## src/hw/rtl/spc_pkg.sv

```systemverilog
`timescale 1ns / 1ps
`default_nettype none
// ----------------------------------------------------------------------------
// Servo pulse scaler package
// Shared constants, command codes and controller/datapath handshake types.
// ----------------------------------------------------------------------------
package spc_pkg;

  localparam int RATIO_BITS_DEF = 9;
  localparam int NUM_CH         = 4;
  localparam int PULSE_W        = 16;
  localparam int WORD_W         = 20;

  localparam logic [PULSE_W-1:0] MIN_PULSE_RST = 16'd1100;
  localparam logic [PULSE_W-1:0] MAX_PULSE_RST = 16'd1900;

  // Item command codes.
  localparam logic [1:0] CMD_WRITE = 2'd0;
  localparam logic [1:0] CMD_CORK  = 2'd1;
  localparam logic [1:0] CMD_PUSH  = 2'd2;

  // Configuration register indexes.
  localparam logic REG_MIN_PULSE = 1'b0;
  localparam logic REG_MAX_PULSE = 1'b1;

  // Controller to datapath commands.
  typedef struct packed {
    logic latch;    // capture the accepted request
    logic load;     // clamp, form the numerator and prime the divider
    logic step;     // one restoring division step
    logic finish;   // commit state and load the output register
  } spc_cmd_t;

  // Datapath to controller status.
  typedef struct packed {
    logic need_div;  // request is a write that changes a channel
    logic div_last;  // final division step in progress
    logic out_free;  // output register can take a new result
  } spc_sts_t;

endpackage
`default_nettype wire

```

## src/hw/rtl/spc_if.sv

```systemverilog
`timescale 1ns / 1ps
`default_nettype none
// ----------------------------------------------------------------------------
// Servo pulse scaler channel interfaces
// Valid/ready request and result channels with their payloads.
// ----------------------------------------------------------------------------
interface spc_in_if;
  logic        valid;
  logic        ready;
  logic [1:0]  command;
  logic [2:0]  channel;
  logic [15:0] pulse_us;

  modport source (output valid, output command, output channel, output pulse_us,
                  input ready);
  modport sink   (input valid, input command, input channel, input pulse_us,
                  output ready);
endinterface

interface spc_out_if;
  logic        valid;
  logic        ready;
  logic        sent;
  logic [19:0] ratio_word_0;
  logic [19:0] ratio_word_1;
  logic [19:0] ratio_word_2;
  logic [19:0] ratio_word_3;
  logic [15:0] readback_pulse;

  modport source (output valid, output sent, output ratio_word_0, output ratio_word_1,
                  output ratio_word_2, output ratio_word_3, output readback_pulse,
                  input ready);
  modport sink   (input valid, input sent, input ratio_word_0, input ratio_word_1,
                  input ratio_word_2, input ratio_word_3, input readback_pulse,
                  output ready);
endinterface
`default_nettype wire

```

## src/hw/rtl/spc_ctrl.sv

```systemverilog
`timescale 1ns / 1ps
`default_nettype none
// ----------------------------------------------------------------------------
// Servo pulse scaler controller
// Sequences capture, divider priming, division steps and result commit.
// ----------------------------------------------------------------------------
module spc_ctrl
  import spc_pkg::*;
(
  input  wire logic     clk,
  input  wire logic     rst,
  input  wire logic     req_valid,
  output logic          req_ready,
  input  wire spc_sts_t sts,
  output spc_cmd_t      cmd
);

  localparam logic [1:0] ST_IDLE = 2'd0;
  localparam logic [1:0] ST_LOAD = 2'd1;
  localparam logic [1:0] ST_DIV  = 2'd2;
  localparam logic [1:0] ST_FIN  = 2'd3;

  logic [1:0] state;
  logic [1:0] state_next;

  always_comb begin
    state_next = state;
    cmd        = '0;
    unique case (state)
      ST_IDLE: begin
        if (req_valid) begin
          cmd.latch  = 1'b1;
          state_next = ST_LOAD;
        end
      end
      ST_LOAD: begin
        if (sts.need_div) begin
          cmd.load   = 1'b1;
          state_next = ST_DIV;
        end else begin
          state_next = ST_FIN;
        end
      end
      ST_DIV: begin
        cmd.step = 1'b1;
        if (sts.div_last) begin
          state_next = ST_FIN;
        end
      end
      ST_FIN: begin
        if (sts.out_free) begin
          cmd.finish = 1'b1;
          state_next = ST_IDLE;
        end
      end
      default: state_next = ST_IDLE;
    endcase
  end

  always_ff @(posedge clk) begin
    if (rst) begin
      state <= ST_IDLE;
    end else begin
      state <= state_next;
    end
  end

  assign req_ready = (state == ST_IDLE);

endmodule
`default_nettype wire

```

## src/hw/rtl/spc_dp.sv

```systemverilog
`timescale 1ns / 1ps
`default_nettype none
// ----------------------------------------------------------------------------
// Servo pulse scaler datapath
// Channel state, range registers, bit-serial divider and output register.
// ----------------------------------------------------------------------------
module spc_dp
  import spc_pkg::*;
#(
  parameter int RATIO_BITS = RATIO_BITS_DEF
) (
  input  wire logic                clk,
  input  wire logic                rst,
  input  wire logic                wr_en,
  input  wire logic                wr_index,
  input  wire logic [PULSE_W-1:0]  wr_data,
  input  wire logic [1:0]          req_command,
  input  wire logic [2:0]          req_channel,
  input  wire logic [PULSE_W-1:0]  req_pulse,
  input  wire spc_cmd_t            cmd,
  output spc_sts_t                 sts,
  output logic                     res_valid,
  input  wire logic                res_ready,
  output logic                     res_sent,
  output logic [WORD_W-1:0]        res_word [NUM_CH],
  output logic [PULSE_W-1:0]       res_readback
);

  localparam int NUM_W = PULSE_W + RATIO_BITS;
  localparam int CNT_W = $clog2(RATIO_BITS);
  localparam logic [CNT_W-1:0] CNT_LAST = CNT_W'(RATIO_BITS - 1);
  localparam logic [WORD_W-1:0] PREC_WORD = WORD_W'(RATIO_BITS << 16);

  logic [PULSE_W-1:0]    min_pulse;
  logic [PULSE_W-1:0]    max_pulse;
  logic [1:0]            cmd_q;
  logic [2:0]            ch_q;
  logic [PULSE_W-1:0]    pulse_q;
  logic [PULSE_W-1:0]    stored [NUM_CH];
  logic [RATIO_BITS-1:0] ratio [NUM_CH];
  logic                  pending;
  logic                  hold;
  logic [PULSE_W-1:0]    rem;
  logic [RATIO_BITS-1:0] quo;
  logic [PULSE_W-1:0]    dvs;
  logic [CNT_W-1:0]      cnt;

  // Item decode from the captured request.
  logic                  ch_ok;
  logic [1:0]            ch_idx;
  logic                  is_write;
  logic                  changed;
  logic                  pend_after;
  logic                  do_push;
  logic                  sent;

  assign ch_ok      = ~ch_q[2];
  assign ch_idx     = ch_q[1:0];
  assign is_write   = (cmd_q == CMD_WRITE);
  assign changed    = is_write && ch_ok && (pulse_q != stored[ch_idx]);
  assign pend_after = pending | changed;
  assign do_push    = (cmd_q == CMD_PUSH) || (is_write && !hold);
  assign sent       = do_push && pend_after;

  // Clamp and numerator (x * (2^R - 1)) for the divider.
  logic                  zero_rng;
  logic [PULSE_W-1:0]    span;
  logic [PULSE_W-1:0]    x;
  logic [NUM_W-1:0]      num;

  assign zero_rng = (max_pulse <= min_pulse);
  assign span     = max_pulse - min_pulse;

  always_comb begin
    priority if (zero_rng || pulse_q < min_pulse) begin
      x = '0;
    end else if (pulse_q > max_pulse) begin
      x = span;
    end else begin
      x = pulse_q - min_pulse;
    end
  end

  assign num = {x, {RATIO_BITS{1'b0}}} - NUM_W'(x);

  // One restoring division step.
  logic [PULSE_W:0] rem_sh;
  logic [PULSE_W:0] diff;
  logic             ge;

  assign rem_sh = {rem, quo[RATIO_BITS-1]};
  assign diff   = rem_sh - {1'b0, dvs};
  assign ge     = (rem_sh >= {1'b0, dvs});

  always_ff @(posedge clk) begin
    if (cmd.latch) begin
      cmd_q   <= req_command;
      ch_q    <= req_channel;
      pulse_q <= req_pulse;
    end
    if (cmd.load) begin
      rem <= num[NUM_W-1:RATIO_BITS];
      quo <= num[RATIO_BITS-1:0];
      dvs <= zero_rng ? PULSE_W'(1) : span;
      cnt <= '0;
    end else if (cmd.step) begin
      rem <= ge ? diff[PULSE_W-1:0] : rem_sh[PULSE_W-1:0];
      quo <= {quo[RATIO_BITS-2:0], ge};
      cnt <= cnt + 1'b1;
    end
  end

  // Channel state after this item.
  logic [PULSE_W-1:0]    stored_after [NUM_CH];
  logic [RATIO_BITS-1:0] ratio_after  [NUM_CH];

  always_comb begin
    for (int k = 0; k < NUM_CH; k++) begin
      stored_after[k] = stored[k];
      ratio_after[k]  = ratio[k];
      if (changed && ch_idx == 2'(k)) begin
        stored_after[k] = pulse_q;
        ratio_after[k]  = quo;
      end
    end
  end

  always_ff @(posedge clk) begin
    if (rst) begin
      min_pulse <= MIN_PULSE_RST;
      max_pulse <= MAX_PULSE_RST;
      pending   <= 1'b0;
      hold      <= 1'b0;
      res_valid <= 1'b0;
      for (int k = 0; k < NUM_CH; k++) begin
        stored[k] <= '0;
        ratio[k]  <= '0;
      end
    end else begin
      if (wr_en) begin
        unique case (wr_index)
          REG_MIN_PULSE: min_pulse <= wr_data;
          REG_MAX_PULSE: max_pulse <= wr_data;
          default: ;
        endcase
      end
      if (cmd.finish) begin
        stored    <= stored_after;
        ratio     <= ratio_after;
        pending   <= pend_after && !sent;
        if (cmd_q == CMD_CORK) begin
          hold <= 1'b1;
        end else if (do_push) begin
          hold <= 1'b0;
        end
        res_valid <= 1'b1;
      end else if (res_valid && res_ready) begin
        res_valid <= 1'b0;
      end
    end
  end

  always_ff @(posedge clk) begin
    if (cmd.finish) begin
      res_sent     <= sent;
      res_readback <= ch_ok ? stored_after[ch_idx] : '0;
      for (int k = 0; k < NUM_CH; k++) begin
        res_word[k] <= sent ? (PREC_WORD | WORD_W'(ratio_after[k])) : '0;
      end
    end
  end

  assign sts.need_div = changed;
  assign sts.div_last = (cnt == CNT_LAST);
  assign sts.out_free = !res_valid || res_ready;

endmodule
`default_nettype wire

```

## src/hw/rtl/servo_pulse_to_pwm_ratio.sv

```systemverilog
`timescale 1ns / 1ps
`default_nettype none
// ----------------------------------------------------------------------------
// Servo pulse to PWM ratio scaler
// Four-channel motor output block: clamps and scales pulse widths to ratios,
// with cork and push control of when the ratio words are issued.
// ----------------------------------------------------------------------------
// Sequence: a request that changes a channel is captured, primes the
// divider, takes one restoring division step per ratio bit and is then
// committed to the output register; other requests skip the divider.
// Requests: one at a time; the next is accepted on the cycle after the
// result is committed. The restoring divider yields one quotient bit per
// cycle. A result that is not taken holds the commit back until it is taken.
// Reset (rst, synchronous, active high) clears all channel state, the pending
// and hold flags and the output valid flag, and restores 1100/1900 us as range.
// ----------------------------------------------------------------------------
module servo_pulse_to_pwm_ratio
  import spc_pkg::*;
#(
  parameter int RATIO_BITS = RATIO_BITS_DEF
) (
  input  wire logic               clk,
  input  wire logic               rst,
  spc_in_if.sink                  pulse_in,
  spc_out_if.source               ratio_out,
  input  wire logic               wr_en,
  input  wire logic               wr_index,
  input  wire logic [PULSE_W-1:0] wr_data
);

  localparam logic [WORD_W-1:0] PREC_WORD = WORD_W'(RATIO_BITS << 16);

  spc_cmd_t            cmd;
  spc_sts_t            sts;
  logic [WORD_W-1:0]   word [NUM_CH];

  // The controller owns the request handshake: a request is taken only when
  // the previous one has been committed to the output register.
  spc_ctrl u_ctrl (
    .clk       (clk),
    .rst       (rst),
    .req_valid (pulse_in.valid),
    .req_ready (pulse_in.ready),
    .sts       (sts),
    .cmd       (cmd)
  );

  // The datapath holds the channel state and range registers, runs the
  // divider for a changed pulse width and keeps the result until it is taken.
  spc_dp #(
    .RATIO_BITS (RATIO_BITS)
  ) u_dp (
    .clk          (clk),
    .rst          (rst),
    .wr_en        (wr_en),
    .wr_index     (wr_index),
    .wr_data      (wr_data),
    .req_command  (pulse_in.command),
    .req_channel  (pulse_in.channel),
    .req_pulse    (pulse_in.pulse_us),
    .cmd          (cmd),
    .sts          (sts),
    .res_valid    (ratio_out.valid),
    .res_ready    (ratio_out.ready),
    .res_sent     (ratio_out.sent),
    .res_word     (word),
    .res_readback (ratio_out.readback_pulse)
  );

  assign ratio_out.ratio_word_0 = word[0];
  assign ratio_out.ratio_word_1 = word[1];
  assign ratio_out.ratio_word_2 = word[2];
  assign ratio_out.ratio_word_3 = word[3];

  // A new result appears only as the controller commits a request.
  a_result_from_finish : assert property (@(posedge clk) disable iff (rst)
    $rose(ratio_out.valid) |-> $past(cmd.finish))
    else $error("result appeared without a commit");

  // Requests are worked one at a time.
  a_one_at_a_time : assert property (@(posedge clk) disable iff (rst)
    (pulse_in.valid && pulse_in.ready) |=> !pulse_in.ready)
    else $error("request accepted while busy");

  // An issued update carries the precision field; words 0 and 3 are checked.
  a_sent_precision : assert property (@(posedge clk) disable iff (rst)
    (ratio_out.valid && ratio_out.sent) |->
      (ratio_out.ratio_word_0[19:16] == PREC_WORD[19:16]) &&
      (ratio_out.ratio_word_3[19:16] == PREC_WORD[19:16]))
    else $error("issued word lacks precision field");

  // Without an update the words stay at zero.
  a_unsent_zero : assert property (@(posedge clk) disable iff (rst)
    (ratio_out.valid && !ratio_out.sent) |->
      (ratio_out.ratio_word_0 == '0) && (ratio_out.ratio_word_1 == '0) &&
      (ratio_out.ratio_word_2 == '0) && (ratio_out.ratio_word_3 == '0))
    else $error("words non-zero without an update");

endmodule
`default_nettype wire
```

## src/flat_wrapper.sv

```systemverilog
// flat-port wrapper written by rule: the top's interface ports become plain ports
module servo_pulse_to_pwm_ratio_flat import spc_pkg::*;
#(
  parameter int RATIO_BITS = RATIO_BITS_DEF
)
  (clk, rst, wr_en, wr_index, wr_data, pulse_in_valid, pulse_in_command, pulse_in_channel, pulse_in_pulse_us, pulse_in_ready, ratio_out_valid, ratio_out_sent, ratio_out_ratio_word_0, ratio_out_ratio_word_1, ratio_out_ratio_word_2, ratio_out_ratio_word_3, ratio_out_readback_pulse, ratio_out_ready);
  spc_in_if pulse_in_i ();
  spc_out_if ratio_out_i ();
  input  wire logic clk;
  input  wire logic rst;
  input  wire logic wr_en;
  input  wire logic wr_index;
  input  wire logic [PULSE_W-1:0] wr_data;
  input wire logic [$bits(pulse_in_i.valid)-1:0] pulse_in_valid;
  input wire logic [$bits(pulse_in_i.command)-1:0] pulse_in_command;
  input wire logic [$bits(pulse_in_i.channel)-1:0] pulse_in_channel;
  input wire logic [$bits(pulse_in_i.pulse_us)-1:0] pulse_in_pulse_us;
  output wire logic [$bits(pulse_in_i.ready)-1:0] pulse_in_ready;
  output wire logic [$bits(ratio_out_i.valid)-1:0] ratio_out_valid;
  output wire logic [$bits(ratio_out_i.sent)-1:0] ratio_out_sent;
  output wire logic [$bits(ratio_out_i.ratio_word_0)-1:0] ratio_out_ratio_word_0;
  output wire logic [$bits(ratio_out_i.ratio_word_1)-1:0] ratio_out_ratio_word_1;
  output wire logic [$bits(ratio_out_i.ratio_word_2)-1:0] ratio_out_ratio_word_2;
  output wire logic [$bits(ratio_out_i.ratio_word_3)-1:0] ratio_out_ratio_word_3;
  output wire logic [$bits(ratio_out_i.readback_pulse)-1:0] ratio_out_readback_pulse;
  input wire logic [$bits(ratio_out_i.ready)-1:0] ratio_out_ready;
  assign pulse_in_i.valid = pulse_in_valid;
  assign pulse_in_i.command = pulse_in_command;
  assign pulse_in_i.channel = pulse_in_channel;
  assign pulse_in_i.pulse_us = pulse_in_pulse_us;
  assign pulse_in_ready = pulse_in_i.ready;
  assign ratio_out_valid = ratio_out_i.valid;
  assign ratio_out_sent = ratio_out_i.sent;
  assign ratio_out_ratio_word_0 = ratio_out_i.ratio_word_0;
  assign ratio_out_ratio_word_1 = ratio_out_i.ratio_word_1;
  assign ratio_out_ratio_word_2 = ratio_out_i.ratio_word_2;
  assign ratio_out_ratio_word_3 = ratio_out_i.ratio_word_3;
  assign ratio_out_readback_pulse = ratio_out_i.readback_pulse;
  assign ratio_out_i.ready = ratio_out_ready;
  servo_pulse_to_pwm_ratio #(.RATIO_BITS(RATIO_BITS)) u_core (.clk(clk), .rst(rst), .pulse_in(pulse_in_i), .ratio_out(ratio_out_i), .wr_en(wr_en), .wr_index(wr_index), .wr_data(wr_data));
endmodule
```

## config.mk

```make
export PLATFORM = sky130hd
export DESIGN_NAME = servo_pulse_to_pwm_ratio_flat
export DESIGN_NICKNAME = d
export VERILOG_FILES = /design/src/hw/rtl/spc_pkg.sv /design/src/hw/rtl/spc_if.sv /design/src/hw/rtl/spc_ctrl.sv /design/src/hw/rtl/spc_dp.sv /design/src/hw/rtl/servo_pulse_to_pwm_ratio.sv /design/src/flat_wrapper.sv
export SDC_FILE = /design/constraint.sdc
export NUM_CORES = 1
export LEC_CHECK = 0
export ABC_CLOCK_PERIOD_IN_PS = 6900
export BUFFER_PORTS_ARGS = -buffer_cell sky130_fd_sc_hd__buf_2
export CAP_MARGIN = 20
export CORE_MARGIN = 4
export CORE_UTILIZATION = 51
export DETAILED_ROUTE_END_ITERATION = 8
export GPL_TIMING_DRIVEN = 0
export PLACE_DENSITY = 0.69
export SLEW_MARGIN = 20
export SYNTH_ARGS = -nofsm -noshare
export SYNTH_HDL_FRONTEND = slang
export SYNTH_HIERARCHICAL = 1
export SYNTH_SLANG_ARGS = --single-unit
```

## constraint.sdc

```tcl
create_clock -name clk -period 6.9 [get_ports clk]
set_clock_uncertainty 0.05 [all_clocks]
set_input_delay 1.035 -clock clk [delete_from_list [all_inputs] [get_ports clk]]
set_output_delay 1.035 -clock clk [all_outputs]
set_load 0.05 [all_outputs]
```

==> results.md <==
* Root Buffer: clkbuf_16
* Pwr Density at 338 mW/mm^2
* Slew @ Worst Pin at 821 ps
* Hold_ws at 402 ps
* Data required time at the worst endpoint at 7130 ps
* Post-CTS setup buffer count at 0
* Top Ports at 142
* GRT Total Usage at 0.235
* GRT overflow at 0
* Netlist cell types at 90
* Clk network pwr share at 0.263
* Top post-synthesis cells by area: edfxtp_1 23%, dfxtp_1 19%, nand2_1 7.8%
* First-pass GRT wire length at 59600 um
* Post-Route WL at 38100 um
* Vias per cell at 5.42
* First drt pass iteration count at 5
* CORE AREA at 0.0287 sq mm
* Arr. time, crit path at 6330 ps
* Outcome: finished clean
* Final-layout fill cell count at 2585
* Crit-path max FO at 10
* GPL Wtd Cong at 0.905
* DIE WIDTH at 178 um
* Leakage power at 6.57 nW
* Via count at 11900
* Cts repair resizes at 0
* Max cap viols at 0
* Clk slew on worst S/H paths at 60 ps
* Unrepaired setup endpoints after global routing: no
* Crit end category: register
* Switching share of power at 0.375
* Initial antenna violation count at 0
* Met1 WL at 17300 um
* Port bufs at 105
* Die Ht at 178 um
* Critical path type: register to register
* Comb power frac at 0.400
* Area of the die at 0.0318 sq mm
* CTS tree: yes
* Routed met3 length at 2390 um
* Max layer used: met4
* Relative slew slack at 0.453
* Area Overhead vs Synth at 14.0%
* Cell Area, Synth at 0.0148 sq mm
* Diodes inserted at 0
* Min Clock Period, post-route at 6110 ps
* Metal2 WL at 17400 um
* Cell taking the most area after synthesis: edfxtp_1
* Initial DRC Count at 944
* Hold Fails Final Rpt at 0
* Vias in the first global route at 11200
* # rows at 62
* H-tree levels at 1
* Post-synth ARST share at 0
* Worst skew pair latency at 550 ps
* Syn Inst Count at 1629
* Post-synthesis sequential area ratio at 0.424
* Layout cells sized above 1 at 0.161
* Slew Limit Fails at 0
* Tcrit/Tclk final at 0.885
* HPWL after DPL at 28900 um
* Routed WL per cell at 17.3 um
* Largest net degree at the start of global routing at 55
* Cts hold-fix bufs at 0
* Worst VDD drop at 228 uV
* Max clock buf depth at 3
* Average size of a mapped cell at 9.09 sq um
* DR DRC count at 0
* Fmax at 164 MHz
* P_sw at 0.00214 W
* Final nets at 1923
* Num CTS Buffers at 27
* Initial core utilization at 0.516
* DRT antenna net count at 0
* Setup TNS at 0 ps
* Hold Path Class: register to register
* Synthesis-stage register bit count at 256
* Part of the power in registers at 0.337
* Power Total at 0.00571 W
* Final setup viols at 0
* P_int at 0.00357 W
* Crit start category: register
* Yosys top cell area share at 0.233
* Post-synth EDFFs at 115
* Synth warn at 6
* Sink Count at 256
* Synth Flop Type: dfxtp_1
[cell families (layout without fill, tap and decap cells)]
logic type	after synthesis	in the layout	share of synthesized area
other cells	1	36	0.000253
xor+xnor	75	75	0.0444
simple gates	588	588	0.177
fa+ha+maj	82	82	0.0708
flops	256	256	0.424
mux	88	88	0.0743
compound gates	328	328	0.140
buf+inv	211	366	0.0691
[path summary, 6_finish.rpt]
check	startpoint	end	slack (ps)	cells after the start
hold / removal	u_core/u_dp/stored[30]	u_core/u_dp/stored[30]	400	2
setup / recovery	u_core/u_dp/pulse_q[0]	u_core/u_dp/rem[14]	790	26
setup reg to reg	u_core/u_dp/pulse_q[0]	u_core/u_dp/rem[14]	790	26
hold reg to reg	u_core/u_dp/stored[30]	u_core/u_dp/stored[30]	400	2
[cells in the mapped netlist (13+ instances only)]
| master | n |
|---|---|
| nor2_1 | 131 |
| nor2b_1 | 14 |
| a21oi_1 | 191 |
| nand3b_1 | 14 |
| edfxtp_1 | 115 |
| xnor2_1 | 49 |
| o21ai_0 | 29 |
| clkbuf_1 | 49 |
| buf_4 | 50 |
| mux4_2 | 16 |
| buf_2 | 22 |
| inv_1 | 80 |
| ha_1 | 79 |
| nand4_1 | 18 |
| mux2i_1 | 60 |
| xor2_1 | 26 |
| nand2_1 | 309 |
| nand3_1 | 20 |
| dfxtp_1 | 141 |
| and2_1 | 13 |
[power by group through the flow]
stage                     Combinational (W)  Clock, W  Sequential, W
after global routing                0.00250   0.00160        0.00193
after detailed placement            0.00225         0        0.00195
after CTS                           0.00226   0.00153        0.00192
after floorplan                     0.00171         0        0.00195
final                               0.00228   0.00150        0.00192
after global placement              0.00221         0        0.00195
[worst max-delay path, cell delays in order (launching register included)]
cell       delay (ps)
edfxtp_1          320
clkbuf_1          330
inv_1             150
ha_1              250
fa_1              410
nor2b_1           160
o211ai_1          160
a31oi_2           250
a31oi_1           170
o21ai_2           250
nand2_1           180
buf_6             190
a211oi_2          280
inv_1             190
ha_1              320
clkbuf_1          190
nand3_1           180
nor2_1             70
a211o_1           290
a21oi_1           140
inv_1              60
a21oi_1           250
nand2_4           100
or2_4             270
a2111oi_4         340
xor2_1            200
a21oi_1            90
[stage by stage]
step,utilization,worst slack (ps),std cells,instance area [sq um]
finish,0.588,795,2203,16900
global route,0.588,415,2203,16900
CTS,0.588,817,2203,16900
detailed placement,0.555,870,2153,15900
global placement,0.555,943,2153,15900
floorplan,-,1680,1664,14900
[routing by layer]
layer	track usage	up-vias
li1	-	5921
met1	0.338	5538
met3	0.0284	64
met5	0	-
met4	0.0582	0
met2	0.378	426
[placed cells by master (no fill, tap or decap), types with 7 or more instances in the layout]
| cell | n |
|---|---|
| a211oi_1 | 9 |
| mux4_2 | 16 |
| mux2_2 | 11 |
| buf_1 | 7 |
| and2_1 | 11 |
| nor3_1 | 10 |
| nand2_1 | 309 |
| xnor2_1 | 49 |
| dfxtp_1 | 141 |
| clkbuf_16 | 29 |
| a211o_1 | 7 |
| clkbuf_1 | 52 |
| ha_1 | 79 |
| nand2b_1 | 12 |
| inv_1 | 80 |
| xor2_1 | 26 |
| nor2_1 | 131 |
| mux2i_1 | 60 |
| conb_1 | 36 |
| nand4_1 | 18 |
| nand3b_1 | 14 |
| o21a_1 | 12 |
| nor2b_1 | 14 |
| nand3_1 | 20 |
| buf_2 | 127 |
| a21o_1 | 10 |
| buf_4 | 50 |
| a31oi_1 | 9 |
| edfxtp_1 | 115 |
| o21ai_0 | 29 |
| a21oi_1 | 191 |
[flip-flops by register name, indices dropped and copies added, names as in the netlist, 3 cells and up]
name	cells
u_core/u_dp/max_pulse	16
u_core/u_dp/pulse_q	16
u_core/u_dp/min_pulse	16
u_core/u_dp/dvs	16
u_core/u_dp/res_word	37
u_core/u_dp/res_readback	16
u_core/u_dp/ch_q	3
u_core/u_dp/cnt	4
u_core/u_dp/stored	64
u_core/u_dp/quo	9
u_core/u_dp/rem	16
u_core/u_dp/ratio	36
[cell type report]
| cell class | count | area [sq um] | area share |
|---|---|---|---|
| multi-input cells | 1197 | 7640 | 0.453 |
| flip-flops and latches | 256 | 6280 | 0.372 |
| clock buffers | 35 | 772 | 0.0457 |
| plain buffers | 130 | 718 | 0.0426 |
| repair buffers | 105 | 526 | 0.0311 |
| well taps | 384 | 480 | 0.0285 |
| inverters | 81 | 304 | 0.0180 |
| clock inverters | 15 | 163 | 0.00964 |
Power figures use the tool's default switching activity.
